`src/hdl/debounced_quadrature_decoder_defines.svh`:
```
`ifndef DEBOUNCED_QUADRATURE_DECODER_DEFINES_SVH
`define DEBOUNCED_QUADRATURE_DECODER_DEFINES_SVH

// Assertion helpers for the decoder.
// Same-cycle implication, checked while reset is released.
`define DQD_ASSERT_NOW(label, clk, rst_n, ante, cons, msg) \
    label: assert property (@(posedge clk) disable iff (!(rst_n)) (ante) |-> (cons)) \
        else $error(msg);

// Next-cycle implication, checked while reset is released.
`define DQD_ASSERT_NEXT(label, clk, rst_n, ante, cons, msg) \
    label: assert property (@(posedge clk) disable iff (!(rst_n)) (ante) |=> (cons)) \
        else $error(msg);

`endif

```
`src/hdl/dqd_pkg.sv`:
```
`timescale 1ns / 1ps
`default_nettype none

package dqd_pkg;

    localparam int ENC_IDX_W        = 3;
    localparam int TIME_W           = 32;
    localparam int POS_W            = 32;
    localparam int DEB_W            = 20;
    localparam int MASK_W           = 16;
    localparam int ACC_W            = 3;
    localparam int ACC_SUM_W        = 4;
    localparam int CFG_IDX_W        = 2;
    localparam int CFG_DATA_W       = 20;
    localparam int NUM_ENCODERS_DEF = 8;

    // Configuration register indexes.
    localparam logic [CFG_IDX_W-1:0] CFG_DEBOUNCE_US = 2'd0;
    localparam logic [CFG_IDX_W-1:0] CFG_INVERT_MASK = 2'd1;

    // A detent is four quarter steps in one direction.
    localparam logic signed [ACC_SUM_W-1:0] DETENT_CW  = 4'sd4;
    localparam logic signed [ACC_SUM_W-1:0] DETENT_CCW = -4'sd4;

    typedef logic [TIME_W-1:0] t_time;

    // One encoder's stored state. The previous debounced pair is not kept:
    // at the start of every poll it always equals the debounced pair.
    typedef struct packed {
        logic [1:0]       raw;     // A in bit 1, B in bit 0, after inversion
        logic [1:0]       deb;
        logic [ACC_W-1:0] acc;     // signed, -3..3
        t_time            time_a;
        t_time            time_b;
        logic [POS_W-1:0] pos;
    } t_entry;

    // Quarter-step delta of the standard quadrature sequence 00,01,11,10.
    function automatic logic signed [1:0] quad_delta(input logic [1:0] prev,
                                                     input logic [1:0] curr);
        logic signed [1:0] d;
        case ({prev, curr}) inside
            4'b0001, 4'b0111, 4'b1110, 4'b1000: d = 2'sd1;
            4'b0100, 4'b1101, 4'b1011, 4'b0010: d = -2'sd1;
            default:                            d = 2'sd0;
        endcase
        return d;
    endfunction

endpackage

`default_nettype wire

```
`src/hdl/debounced_quadrature_decoder.sv`:
```
// Debounced quadrature decoder for up to NUM_ENCODERS rotary encoders. Each input
// transfer is one poll of one encoder (index, raw A and B levels, microsecond
// timestamp) and yields exactly one output transfer with the encoder's wrapping
// quarter-step position and a clockwise or counterclockwise detent flag. A pin
// change is taken into the debounced level only when at least debounce_us has
// passed since that pin's last taken change; timestamps wrap modulo 2^32. Pin
// polarity is set per encoder by invert_mask (bit 2i for A, bit 2i+1 for B).
// Polls for an index at or above NUM_ENCODERS leave all state alone and report
// position 0 with no detent. The block accepts one poll per cycle while o_stall
// is low; it raises o_stall when a result waits in stage 1 behind a stalled output.
// A poll's result comes from the synchronous state memory read at its transfer,
// followed by one update stage into the output register. Polls to the same
// encoder may follow each other back to back: the update just written is
// forwarded to the next read. There is no clearing pass after reset; per-entry
// valid bits make every encoder read as all zero until it is first written.
// Configuration writes are always ready and should be made while idle.
`timescale 1ns / 1ps
`default_nettype none
`include "debounced_quadrature_decoder_defines.svh"

module debounced_quadrature_decoder #(
    parameter int NUM_ENCODERS = dqd_pkg::NUM_ENCODERS_DEF
) (
    input  wire                                i_clk,
    input  wire                                i_rst_n,

    // Poll input
    input  wire                                i_valid,
    output logic                               o_stall,
    input  wire  [dqd_pkg::ENC_IDX_W-1:0]      i_encoder_index,
    input  wire                                i_pin_a_level,
    input  wire                                i_pin_b_level,
    input  wire  [dqd_pkg::TIME_W-1:0]         i_now_us,

    // Result output
    output logic                               o_valid,
    input  wire                                i_stall,
    output logic [dqd_pkg::ENC_IDX_W-1:0]      o_result_index,
    output logic signed [dqd_pkg::POS_W-1:0]   o_position,
    output logic                               o_detent_cw,
    output logic                               o_detent_ccw,

    // Configuration writes
    input  wire                                i_cfg_valid,
    output logic                               o_cfg_ready,
    input  wire  [dqd_pkg::CFG_IDX_W-1:0]      i_cfg_index,
    input  wire  [dqd_pkg::CFG_DATA_W-1:0]     i_cfg_data
);

    localparam int AW = (NUM_ENCODERS > 1) ? $clog2(NUM_ENCODERS) : 1;

    // ------------------------------------------------------------------
    // Configuration registers
    // ------------------------------------------------------------------
    logic [dqd_pkg::DEB_W-1:0]  r_debounce_us;
    logic [dqd_pkg::MASK_W-1:0] r_invert_mask;

    assign o_cfg_ready = 1'b1;

    always_ff @(posedge i_clk) begin
        if (!i_rst_n) begin
            r_debounce_us <= '0;
            r_invert_mask <= '0;
        end else if (i_cfg_valid && o_cfg_ready) begin
            case (i_cfg_index)
                dqd_pkg::CFG_DEBOUNCE_US: r_debounce_us <= i_cfg_data[dqd_pkg::DEB_W-1:0];
                dqd_pkg::CFG_INVERT_MASK: r_invert_mask <= i_cfg_data[dqd_pkg::MASK_W-1:0];
                default: ;
            endcase
        end
    end

    // ------------------------------------------------------------------
    // Handshake and pipeline control
    // ------------------------------------------------------------------
    // Stage 1 holds the poll whose entry was read from memory at its
    // transfer. It updates the entry and moves its result into the output
    // register, which frees the stage for the next poll in the same cycle.
    logic                          r_s1_vld;
    logic [dqd_pkg::ENC_IDX_W-1:0] r_s1_idx;
    logic                          r_s1_a;
    logic                          r_s1_b;
    dqd_pkg::t_time                r_s1_now;
    logic                          r_out_vld;

    logic           in_acc;
    logic           s1_fire;
    logic [AW-1:0]  w_addr;
    logic [AW-1:0]  s1_addr;
    logic           w_in_range;
    logic           s1_in_range;

    assign s1_fire = r_s1_vld && (!r_out_vld || !i_stall);
    assign o_stall = r_s1_vld && !s1_fire;
    assign in_acc  = i_valid && !o_stall;

    assign w_addr      = AW'(i_encoder_index);
    assign s1_addr     = AW'(r_s1_idx);
    assign w_in_range  = (int'(i_encoder_index) < NUM_ENCODERS);
    assign s1_in_range = (int'(r_s1_idx) < NUM_ENCODERS);

    always_ff @(posedge i_clk) begin
        if (!i_rst_n) begin
            r_s1_vld  <= 1'b0;
            r_out_vld <= 1'b0;
        end else begin
            if (in_acc) begin
                r_s1_vld <= 1'b1;
            end else if (s1_fire) begin
                r_s1_vld <= 1'b0;
            end
            if (s1_fire) begin
                r_out_vld <= 1'b1;
            end else if (!i_stall) begin
                r_out_vld <= 1'b0;
            end
        end
    end

    always_ff @(posedge i_clk) begin
        if (in_acc) begin
            r_s1_idx <= i_encoder_index;
            r_s1_a   <= i_pin_a_level;
            r_s1_b   <= i_pin_b_level;
            r_s1_now <= i_now_us;
        end
    end

    // ------------------------------------------------------------------
    // State memory, valid bits and forwarding
    // ------------------------------------------------------------------
    dqd_pkg::t_entry   r_mem [NUM_ENCODERS];
    dqd_pkg::t_entry   r_rd_q;
    dqd_pkg::t_entry   r_fw_entry;
    logic [NUM_ENCODERS-1:0] r_valid;
    logic              r_rd_ok;
    logic              r_hit;
    dqd_pkg::t_entry   n_entry;

    always_ff @(posedge i_clk) begin
        if (s1_fire && s1_in_range) begin
            r_mem[s1_addr] <= n_entry;
        end
        if (in_acc) begin
            r_rd_q <= r_mem[w_addr];
        end
        if (s1_fire) begin
            r_fw_entry <= n_entry;
        end
    end

    // An entry that has never been written reads as its reset value of zero.
    // When the poll in stage 1 writes the entry that a new poll reads in the
    // same cycle, the read returns stale data and the written entry is used.
    always_ff @(posedge i_clk) begin
        if (!i_rst_n) begin
            r_valid <= '0;
            r_rd_ok <= 1'b0;
            r_hit   <= 1'b0;
        end else begin
            if (s1_fire && s1_in_range) begin
                r_valid[s1_addr] <= 1'b1;
            end
            if (in_acc) begin
                r_rd_ok <= w_in_range && r_valid[w_addr];
                r_hit   <= s1_fire && s1_in_range && w_in_range && (s1_addr == w_addr);
            end
        end
    end

    // ------------------------------------------------------------------
    // Entry update
    // ------------------------------------------------------------------
    dqd_pkg::t_entry                     base;
    logic                                inv_a;
    logic                                inv_b;
    logic                                pin_a;
    logic                                pin_b;
    dqd_pkg::t_time                      age_a;
    dqd_pkg::t_time                      age_b;
    dqd_pkg::t_time                      deb_limit;
    logic                                take_a;
    logic                                take_b;
    logic [1:0]                          new_deb;
    logic signed [1:0]                   delta;
    logic signed [dqd_pkg::ACC_SUM_W-1:0] acc_sum;
    logic                                n_cw;
    logic                                n_ccw;

    always_comb begin
        if (r_hit) begin
            base = r_fw_entry;
        end else if (r_rd_ok) begin
            base = r_rd_q;
        end else begin
            base = '0;
        end

        inv_a = r_invert_mask[{r_s1_idx, 1'b0}];
        inv_b = r_invert_mask[{r_s1_idx, 1'b1}];
        pin_a = r_s1_a ^ inv_a;
        pin_b = r_s1_b ^ inv_b;

        // Elapsed times wrap with the timestamp, so plain subtraction works.
        deb_limit = dqd_pkg::t_time'(r_debounce_us);
        age_a     = r_s1_now - base.time_a;
        age_b     = r_s1_now - base.time_b;
        take_a    = (pin_a != base.raw[1]) && (age_a >= deb_limit);
        take_b    = (pin_b != base.raw[0]) && (age_b >= deb_limit);

        new_deb = {take_a ? pin_a : base.deb[1], take_b ? pin_b : base.deb[0]};
        delta   = dqd_pkg::quad_delta(base.deb, new_deb);
        acc_sum = $signed({base.acc[dqd_pkg::ACC_W-1], base.acc})
                + $signed({{(dqd_pkg::ACC_SUM_W-2){delta[1]}}, delta});
        n_cw    = (acc_sum == dqd_pkg::DETENT_CW);
        n_ccw   = (acc_sum == dqd_pkg::DETENT_CCW);

        n_entry.raw    = {pin_a, pin_b};
        n_entry.deb    = new_deb;
        n_entry.acc    = (n_cw || n_ccw) ? '0 : acc_sum[dqd_pkg::ACC_W-1:0];
        n_entry.time_a = take_a ? r_s1_now : base.time_a;
        n_entry.time_b = take_b ? r_s1_now : base.time_b;
        n_entry.pos    = base.pos + {{(dqd_pkg::POS_W-2){delta[1]}}, delta};
    end

    // ------------------------------------------------------------------
    // Output register
    // ------------------------------------------------------------------
    logic [dqd_pkg::ENC_IDX_W-1:0] r_out_idx;
    logic [dqd_pkg::POS_W-1:0]     r_out_pos;
    logic                          r_out_cw;
    logic                          r_out_ccw;

    always_ff @(posedge i_clk) begin
        if (s1_fire) begin
            r_out_idx <= r_s1_idx;
            r_out_pos <= s1_in_range ? n_entry.pos : '0;
            r_out_cw  <= s1_in_range && n_cw;
            r_out_ccw <= s1_in_range && n_ccw;
        end
    end

    assign o_valid        = r_out_vld;
    assign o_result_index = r_out_idx;
    assign o_position     = $signed(r_out_pos);
    assign o_detent_cw    = r_out_cw;
    assign o_detent_ccw   = r_out_ccw;

    // ------------------------------------------------------------------
    // Assertions
    // ------------------------------------------------------------------
    `DQD_ASSERT_NOW(a_acc_never_full, i_clk, i_rst_n,
        s1_fire && s1_in_range, n_entry.acc != 3'b100,
        "detent accumulator stored at four steps")
    `DQD_ASSERT_NOW(a_detent_exclusive, i_clk, i_rst_n,
        r_out_vld, !(r_out_cw && r_out_ccw),
        "both detent directions flagged on one result")
    `DQD_ASSERT_NEXT(a_out_of_range_quiet, i_clk, i_rst_n,
        s1_fire && !s1_in_range, r_out_pos == '0 && !r_out_cw && !r_out_ccw,
        "result for an unused encoder index carries state")
    `DQD_ASSERT_NOW(a_detent_moves, i_clk, i_rst_n,
        s1_fire && (n_cw || n_ccw), delta != 2'sd0,
        "detent flagged without a quarter step")

endmodule

`default_nettype wire
```
`config.mk`:
```
export PLATFORM = sky130hd
export DESIGN_NAME = debounced_quadrature_decoder
export DESIGN_NICKNAME = d
export VERILOG_FILES = /design/src/hdl/dqd_pkg.sv /design/src/hdl/debounced_quadrature_decoder.sv
export VERILOG_INCLUDE_DIRS = /design/src /design/src/hdl
export SDC_FILE = /design/constraint.sdc
export NUM_CORES = 1
export LEC_CHECK = 0
export BUFFER_PORTS_ARGS = -buffer_cell sky130_fd_sc_hd__buf_2
export CORE_MARGIN = 1
export CORE_UTILIZATION = 57
export CTS_CLUSTER_SIZE = 24
export DETAILED_ROUTE_END_ITERATION = 12
export PLACE_DENSITY = 0.85
export SYNTH_ARGS = -nofsm -noshare
export SYNTH_HDL_FRONTEND = slang
export SYNTH_SLANG_ARGS = --single-unit
```
`constraint.sdc`:
```
create_clock -name i_clk -period 18.05 [get_ports i_clk]
set_input_delay 2.7075 -clock i_clk [delete_from_list [all_inputs] [get_ports i_clk]]
set_output_delay 2.7075 -clock i_clk [all_outputs]
set_load 0.02 [all_outputs]
```
# Word-level counts from Yosys, hierarchy flattened
# Memory sizes are Yosys's and may differ from the RTL's. A register that Yosys moved wholly into a read port is not among the register bits.
# Cells that the tools add are included.
[totals]
mem_count = 1
ramBits = 824
word_cells = 92
register_bits = 193
output_inout_bits = 40
[memory_table]
columns = ["name", "depth", "width", "rd", "rd_ports_with_merged_regs", "write_ports", "line_no", "source"]
rows = [
  ["r_mem", 8, 103, 1, 1, 1, "debounced_quadrature_decoder.sv:132", "dqd_pkg::t_entry r_mem [NUM_ENCODERS];"],
]
[op_classes]
bitwise = 3
n_eq_ne = 15
magnitude_cmp = 7
n_addsub = 4
mux = 23
reduce_logical = 19
[ops]
columns = ["operator", "count"]
rows = [
  ["2-to-1 mux 103 bit", 2],
  ["greater-or-equal comparator 32 x 20 -> 1 bit", 2],
  ["2-to-1 mux 32 bit", 2],
  ["subtractor 32 bit", 2],
  ["adder 32 bit", 1],
  ["equality test 4 bit, second input constant", 5],
  ["equality test 4 x 3 -> 1 bit, second input constant", 3],
  ["2-to-1 mux 1 bit", 12],
  ["< comparator 4 x 5 -> 1 bit, second input constant", 2],
  ["binary-select mux 1 bit (select 3 bit)", 3],
  ["< comparator 3 x 4 -> 1 bit, second input constant", 2],
  ["bitwise OR 8 bit", 1],
  ["OR reduction 4 bit", 2],
  ["logical AND 1 bit", 7],
  ["adder 3 x 2 -> 4 bit", 1],
  ["equality test 4 x 1 -> 1 bit, second input constant", 1],
  ["equality test 4 x 2 -> 1 bit, second input constant", 1],
  ["logical NOT 1 bit", 4],
  ["2-to-1 mux 2 bit", 2],
  ["AND reduction 2 bit", 2],
  ["demux 1 bit (select 3 bit)", 1],
  ["equality test 3 bit", 1],
  ["greater-or-equal comparator 3 x 1 -> 1 bit, second input constant", 1],
  ["2-to-1 mux 3 bit", 1],
  ["other kinds (7)", 10],
]

# Logic depth before layout (Yosys ltp)
[logic_depth]
depth_word = 14
depth_mapped = 45

# Least setup slack after synthesis
# No wires, ideal clock.
[synth_timing]
path_type = "input to register"
start = "input i_stall"
end = "memory r_mem[1][0] (netlist bit), enable pin"
setup_ns = 0.693
path_slack_ns = -1.612
cell_stages = 3
t_arrival_ns = 18.970
t_required_ns = 17.357
cell_sequence = "a21boi_0 -> nand2_1 -> nor3_1"
[synth_between]
elab_chain_len = 5
[synth_lines]
columns = ["element", "line_no", "source"]
rows = [
  ["from (decl)", "debounced_quadrature_decoder.sv:37", "input wire i_stall,"],
  ["logical NOT 1 bit", "n/a", ""],
  ["logical OR 1 bit", "debounced_quadrature_decoder.sv:93", "assign s1_fire = r_s1_vld && (!r_out_vld || !i_stall);"],
  ["logical AND 1 bit", "debounced_quadrature_decoder.sv:93", ""],
  ["2-to-1 mux 1 bit", "debounced_quadrature_decoder.sv:141", "if (s1_fire && s1_in_range) begin"],
  ["2-to-1 mux 1 bit (implied by the code)", "debounced_quadrature_decoder.sv:142", "r_mem[s1_addr] <= n_entry;"],
  ["to (decl)", "debounced_quadrature_decoder.sv:132", ""],
]
# No other way between the ends.

==> qor.yml <==
timing:
  report.final.hold_viol_count: 0
  slew_headroom_pct: 18.0
  final.period_utilization_pct: 63.6
  timing.final.setup_violations: 0
  slew_viol_final: 0
  grt_setup_unrepaired: "no"
  finalCriticalPeriod_ns: 11.49
  fmax_ghz: 0.0871
  fin_setup_tns_ns: 0
  skew_ns: 0.0572
  hold-worst-slack_ns: 0.459
  max_slew.worst_pin.slew_ns: 1.23
power:
  p_int_uw: 4420
  vdd_ir_drop_max_uv: 104
  p_clk_share_pct: 37.0
  power-per-cell-area_nw_per_um2: 108
  net_switching_power_figure_uw: 1400
  power_frac_seq_pct: 52.5
  combinationalPowerShare_pct: 10.5
  total_leakage_power_uw: 0.0183
  power.share.switching_pct: 24.1
clock_network:
  postCtsSetupRepairBufs: 0
  clkSlewWorstSetupHoldPaths_ns: 0.06
  cts_resized: 0
  cts_buffers: 106
  clockBufferDepth: 3
  cts_num_sinks: 1120
  cts_tree: "yes"
  cts.root.buffer_cell: "sky130_fd_sc_hd__clkbuf_16"
  clkLatencyLatePin_ns: 0.70
  cts.hold.buffers_added: 0
  htree_levels: 3
critical_path:
  timing.rr.end: "r_mem[5][30]"
  critical_path_arrival_ns: 11.91
  cp-start-kind: "flip-flop"
  regToRegStartpoint: "r_hit"
  timing.critical_path.fanout_max: 72
  critical_path.most_common_cell: "sky130_fd_sc_hd__o21ai_0"
  critical_path.endpoint: "r_mem[5][30]"
  slack_of_the_worst_reg_to_reg_path_ns: 6.56
  slowest_delay_ns: 0.71
  r2r.worst_path.cells: 40
  end_kind: "flip-flop"
  crit_path_top_delay_cell: "sky130_fd_sc_hd__nor3b_1"
  worst-setup-path-type: "reg2reg"
  number_of_buffer_and_inverter_stages_on_the_critical_path: 4
  cp.required_ns: 18.47
  critical_path_cell_count: 40
  setup.worst_path.start: "r_hit"
  path_delay_family: "compound AO/OA/AOI/OAI gates"
floorplanning:
  coreArea_um2: 85400
  floorplan.rows: 107
  starting_density_of_the_core_pct: 57.6
  dieWidth_um: 296
  die_area_um2: 87600
  chipHeight_um: 296
  ios: 104
detailed_routing:
  ant_nets: 0
  first_pass_iters: 7
  avgViaCountPerCell: 6.57
  post_drt_wl_per_cell_um: 27.9
  dr.first_iter.drc_count: 3035
  route.vias.total: 27906
  drc: 0
  drt-total-wl_um: 119000
place:
  gp_congestion: 0.967
  dp_hpwl_um: 69400
  place.port_buffers: 102
synth:
  asyncSetResetFlopFracSynth_pct: 0
  ys_types: 101
  yosysTopAreaCellShare_pct: 65.4
  ys_dominant_reg_cell: "sky130_fd_sc_hd__edfxtp_1"
  netlist_top_cells_area: "sky130_fd_sc_hd__edfxtp_1 65%, sky130_fd_sc_hd__mux4_2 9.5%, sky130_fd_sc_hd__ha_1 3.4%"
  synth.ff_latch_count: 1120
  synthesis.area_per_instance_um2: 16.7
  yosysSeqAreaShare_pct: 67.3
  synth.yosys.warnings: 0
  mappedNetlistArea_um2: 49200
  synth_fp_nets: 3138
  post_synth_inst_count: 2940
  synth_area_leader_cell: "sky130_fd_sc_hd__edfxtp_1"
  synth-edff-count: 1072
global_route:
  grt_remaining_overflow: 0
  pin_count_of_the_biggest_net_entering_global_routing: 98
  grt_use_met3_pct: 4.83
  first_global_vias: 28119
  grt_use_met1_pct: 36.3
  top_usage_layer: "met2"
  track_usage_pct: 27.4
  number_of_antenna_violations_at_the_first_check_in_global_routing: 2
  wire_length_of_the_first_global_routing_pass_um: 175000
  grt_util_met2_pct: 45.4
finish:
  antenna_cells_inserted: 0
  drive_above_1_share_pct: 21.4
  area_growth_syn_to_layout_pct: 9.86
  design.final.nets: 3213
status:
  status: "completed"
flow_run:
  timing.max_cap.violations: 0
hold_path:
  hp-class: "reg2reg"
==> worst register-to-register path: cells and delay by family, from the launching register on <==
kind,cells,cell delay [ns]
AOI/OAI and AO/OA,16,3.42
xor gates and xnor gates,3,1.05
muxes,1,0.18
buffers and inverters,4,1.74
DFF,1,0.33
and+or+nand+nor,12,3.00
adders and majority gates,4,1.48
==> worst min-delay path by stage <==
stage | to | start | depth (start not counted) | slack (ns)
after floorplan | r_valid[2] | r_valid[2] | 1 | 0.44
after global placement | r_valid[1] | r_valid[1] | 1 | 0.44
after detailed placement | r_valid[3] | r_valid[3] | 1 | 0.45
after CTS | r_valid[3] | r_valid[3] | 1 | 0.46
after global routing | r_valid[6] | r_valid[6] | 1 | 0.48
final | r_valid[3] | r_valid[3] | 1 | 0.46
==> registers in the layout, summed over array words and instances (netlist names) <==
register / flops
r_mem: 824
r_rd_q: 103
r_fw_entry: 71
o_position: 32
r_s1_now: 32
r_debounce_us: 20
r_invert_mask: 16
r_valid: 8
o_result_index: 3
r_s1_idx: 3
o_detent_ccw: 1
o_detent_cw: 1
o_valid: 1
r_hit: 1
r_rd_ok: 1
r_s1_a: 1
r_s1_b: 1
r_s1_vld: 1
==> synthesized netlist by cell type, types with 8 or more instances <==
cell and instances:
sky130_fd_sc_hd__a21o_1 57, sky130_fd_sc_hd__a22oi_1 61, sky130_fd_sc_hd__nand3_1 31, sky130_fd_sc_hd__a21oi_1 118
sky130_fd_sc_hd__a21boi_0 43, sky130_fd_sc_hd__ha_1 132, sky130_fd_sc_hd__inv_1 87, sky130_fd_sc_hd__nor2b_1 23
sky130_fd_sc_hd__xor2_1 25, sky130_fd_sc_hd__and3_1 14, sky130_fd_sc_hd__buf_4 37, sky130_fd_sc_hd__nor3_1 21
sky130_fd_sc_hd__a32oi_1 9, sky130_fd_sc_hd__and2_1 12, sky130_fd_sc_hd__a221oi_1 8, sky130_fd_sc_hd__nand4_1 15
sky130_fd_sc_hd__buf_1 25, sky130_fd_sc_hd__dfxtp_1 48, sky130_fd_sc_hd__xnor2_1 64, sky130_fd_sc_hd__a211oi_1 12
sky130_fd_sc_hd__a31oi_1 14, sky130_fd_sc_hd__nand2_1 151, sky130_fd_sc_hd__buf_6 8, sky130_fd_sc_hd__mux2i_1 34
sky130_fd_sc_hd__nand3b_1 8, sky130_fd_sc_hd__o21a_1 28, sky130_fd_sc_hd__o21bai_1 9, sky130_fd_sc_hd__mux2_2 105
sky130_fd_sc_hd__a22o_1 38, sky130_fd_sc_hd__edfxtp_1 1072, sky130_fd_sc_hd__nor2_1 102, sky130_fd_sc_hd__nand2b_1 20
sky130_fd_sc_hd__a21oi_2 10, sky130_fd_sc_hd__mux4_2 208, sky130_fd_sc_hd__o211ai_1 11, sky130_fd_sc_hd__clkbuf_1 94
sky130_fd_sc_hd__o21ai_0 48
==> per-stage QoR <==
stage,instances,util (%),setup slack [ns],power [uW],cell area [um^2]
5_1_grt,4247,63.3,5.74,5990,54100
2_1_floorplan,2940,-,1.56,3530,49200
4_1_cts,4247,63.3,6.69,5830,54100
3_5_place_dp,4051,59.4,6.78,3700,50700
3_3_place_gp,4051,59.4,7.23,3670,50700
6_report,4247,63.3,6.56,5820,54100
==> layer usage <==
layer | vias up | share of wire, %
met5 | - | 0
met4 | 0 | 3.5
met3 | 281 | 9.3
met2 | 1571 | 50
met1 | 14185 | 38
li1 | 11869 | -
==> layout by cell type, fill, tap and decap left out, types with 7 or more instances in the layout <==
master                      Yosys  layout
sky130_fd_sc_hd__a22oi_1       61      61
sky130_fd_sc_hd__nor2_1       102      96
sky130_fd_sc_hd__a32oi_1        9       9
sky130_fd_sc_hd__nand3_1       31      31
sky130_fd_sc_hd__and2_1        12      12
sky130_fd_sc_hd__a211oi_1      12      12
sky130_fd_sc_hd__buf_2          4      99
sky130_fd_sc_hd__nand4_1       15      15
sky130_fd_sc_hd__a221oi_1       8       8
sky130_fd_sc_hd__a21oi_2       10      10
sky130_fd_sc_hd__o21bai_1       9       9
sky130_fd_sc_hd__nand2b_1      20      20
sky130_fd_sc_hd__a21o_1        57      57
sky130_fd_sc_hd__mux4_2       208     208
sky130_fd_sc_hd__ha_1         132     132
sky130_fd_sc_hd__clkinv_2       0      26
sky130_fd_sc_hd__clkinv_1       0      21
sky130_fd_sc_hd__clkbuf_16      0     109
sky130_fd_sc_hd__nand3b_1       8       8
sky130_fd_sc_hd__a22o_1        38      38
sky130_fd_sc_hd__a21oi_1      118     118
sky130_fd_sc_hd__mux2_2       105     105
sky130_fd_sc_hd__mux2i_1       34      34
sky130_fd_sc_hd__o21a_1        28      27
sky130_fd_sc_hd__a31oi_1       14      14
sky130_fd_sc_hd__o211ai_1      11      11
sky130_fd_sc_hd__dfxtp_1       48      47
sky130_fd_sc_hd__edfxtp_1    1072    1072
sky130_fd_sc_hd__a211o_1        7       7
sky130_fd_sc_hd__xnor2_1       64      64
sky130_fd_sc_hd__nor3_1        21      19
sky130_fd_sc_hd__inv_1         87      87
sky130_fd_sc_hd__xor2_1        25      25
sky130_fd_sc_hd__nand2_1      151     151
sky130_fd_sc_hd__a21boi_0      43      42
sky130_fd_sc_hd__and3_1        14      14
sky130_fd_sc_hd__nor2b_1       23      21
sky130_fd_sc_hd__buf_4         37      33
sky130_fd_sc_hd__o21ai_0       48      48
sky130_fd_sc_hd__clkbuf_1      94      20
==> layout make-up <==
| type | count | area [um^2] |
|---|---|---|
| clock inverters | 65 | 539 |
| clock buffers | 131 | 2830 |
| flip-flops and latches | 1120 | 33200 |
| inverters | 87 | 327 |
| fillers | 5684 | 31300 |
| multi-input cells | 1565 | 15000 |
| repair buffers | 135 | 792 |
| well taps | 1144 | 1430 |
==> cell families after synthesis <==
kind of cell	Yosys count	share of synthesized area [%]
other	1	0.00762
multiplexers	349	12.7
adder cells (fa/ha/maj)	135	3.46
buffers and inverters	255	2.36
AO/OA/AOI/OAI	549	8.06
flip-flops	1120	67.3
AND/OR/NAND/NOR	442	4.55
XOR/XNOR	89	1.58
==> power by group through the flow <==
stage,registers (uW),clock network (uW),logic [uW]
final,3050,2150,611
after global routing,3060,2270,661
after CTS,3050,2170,607
after detailed placement,3100,0,598
after global placement,3100,0,573
after floorplan,3090,0,438
Note: power is estimated with default switching activity, not from simulation.
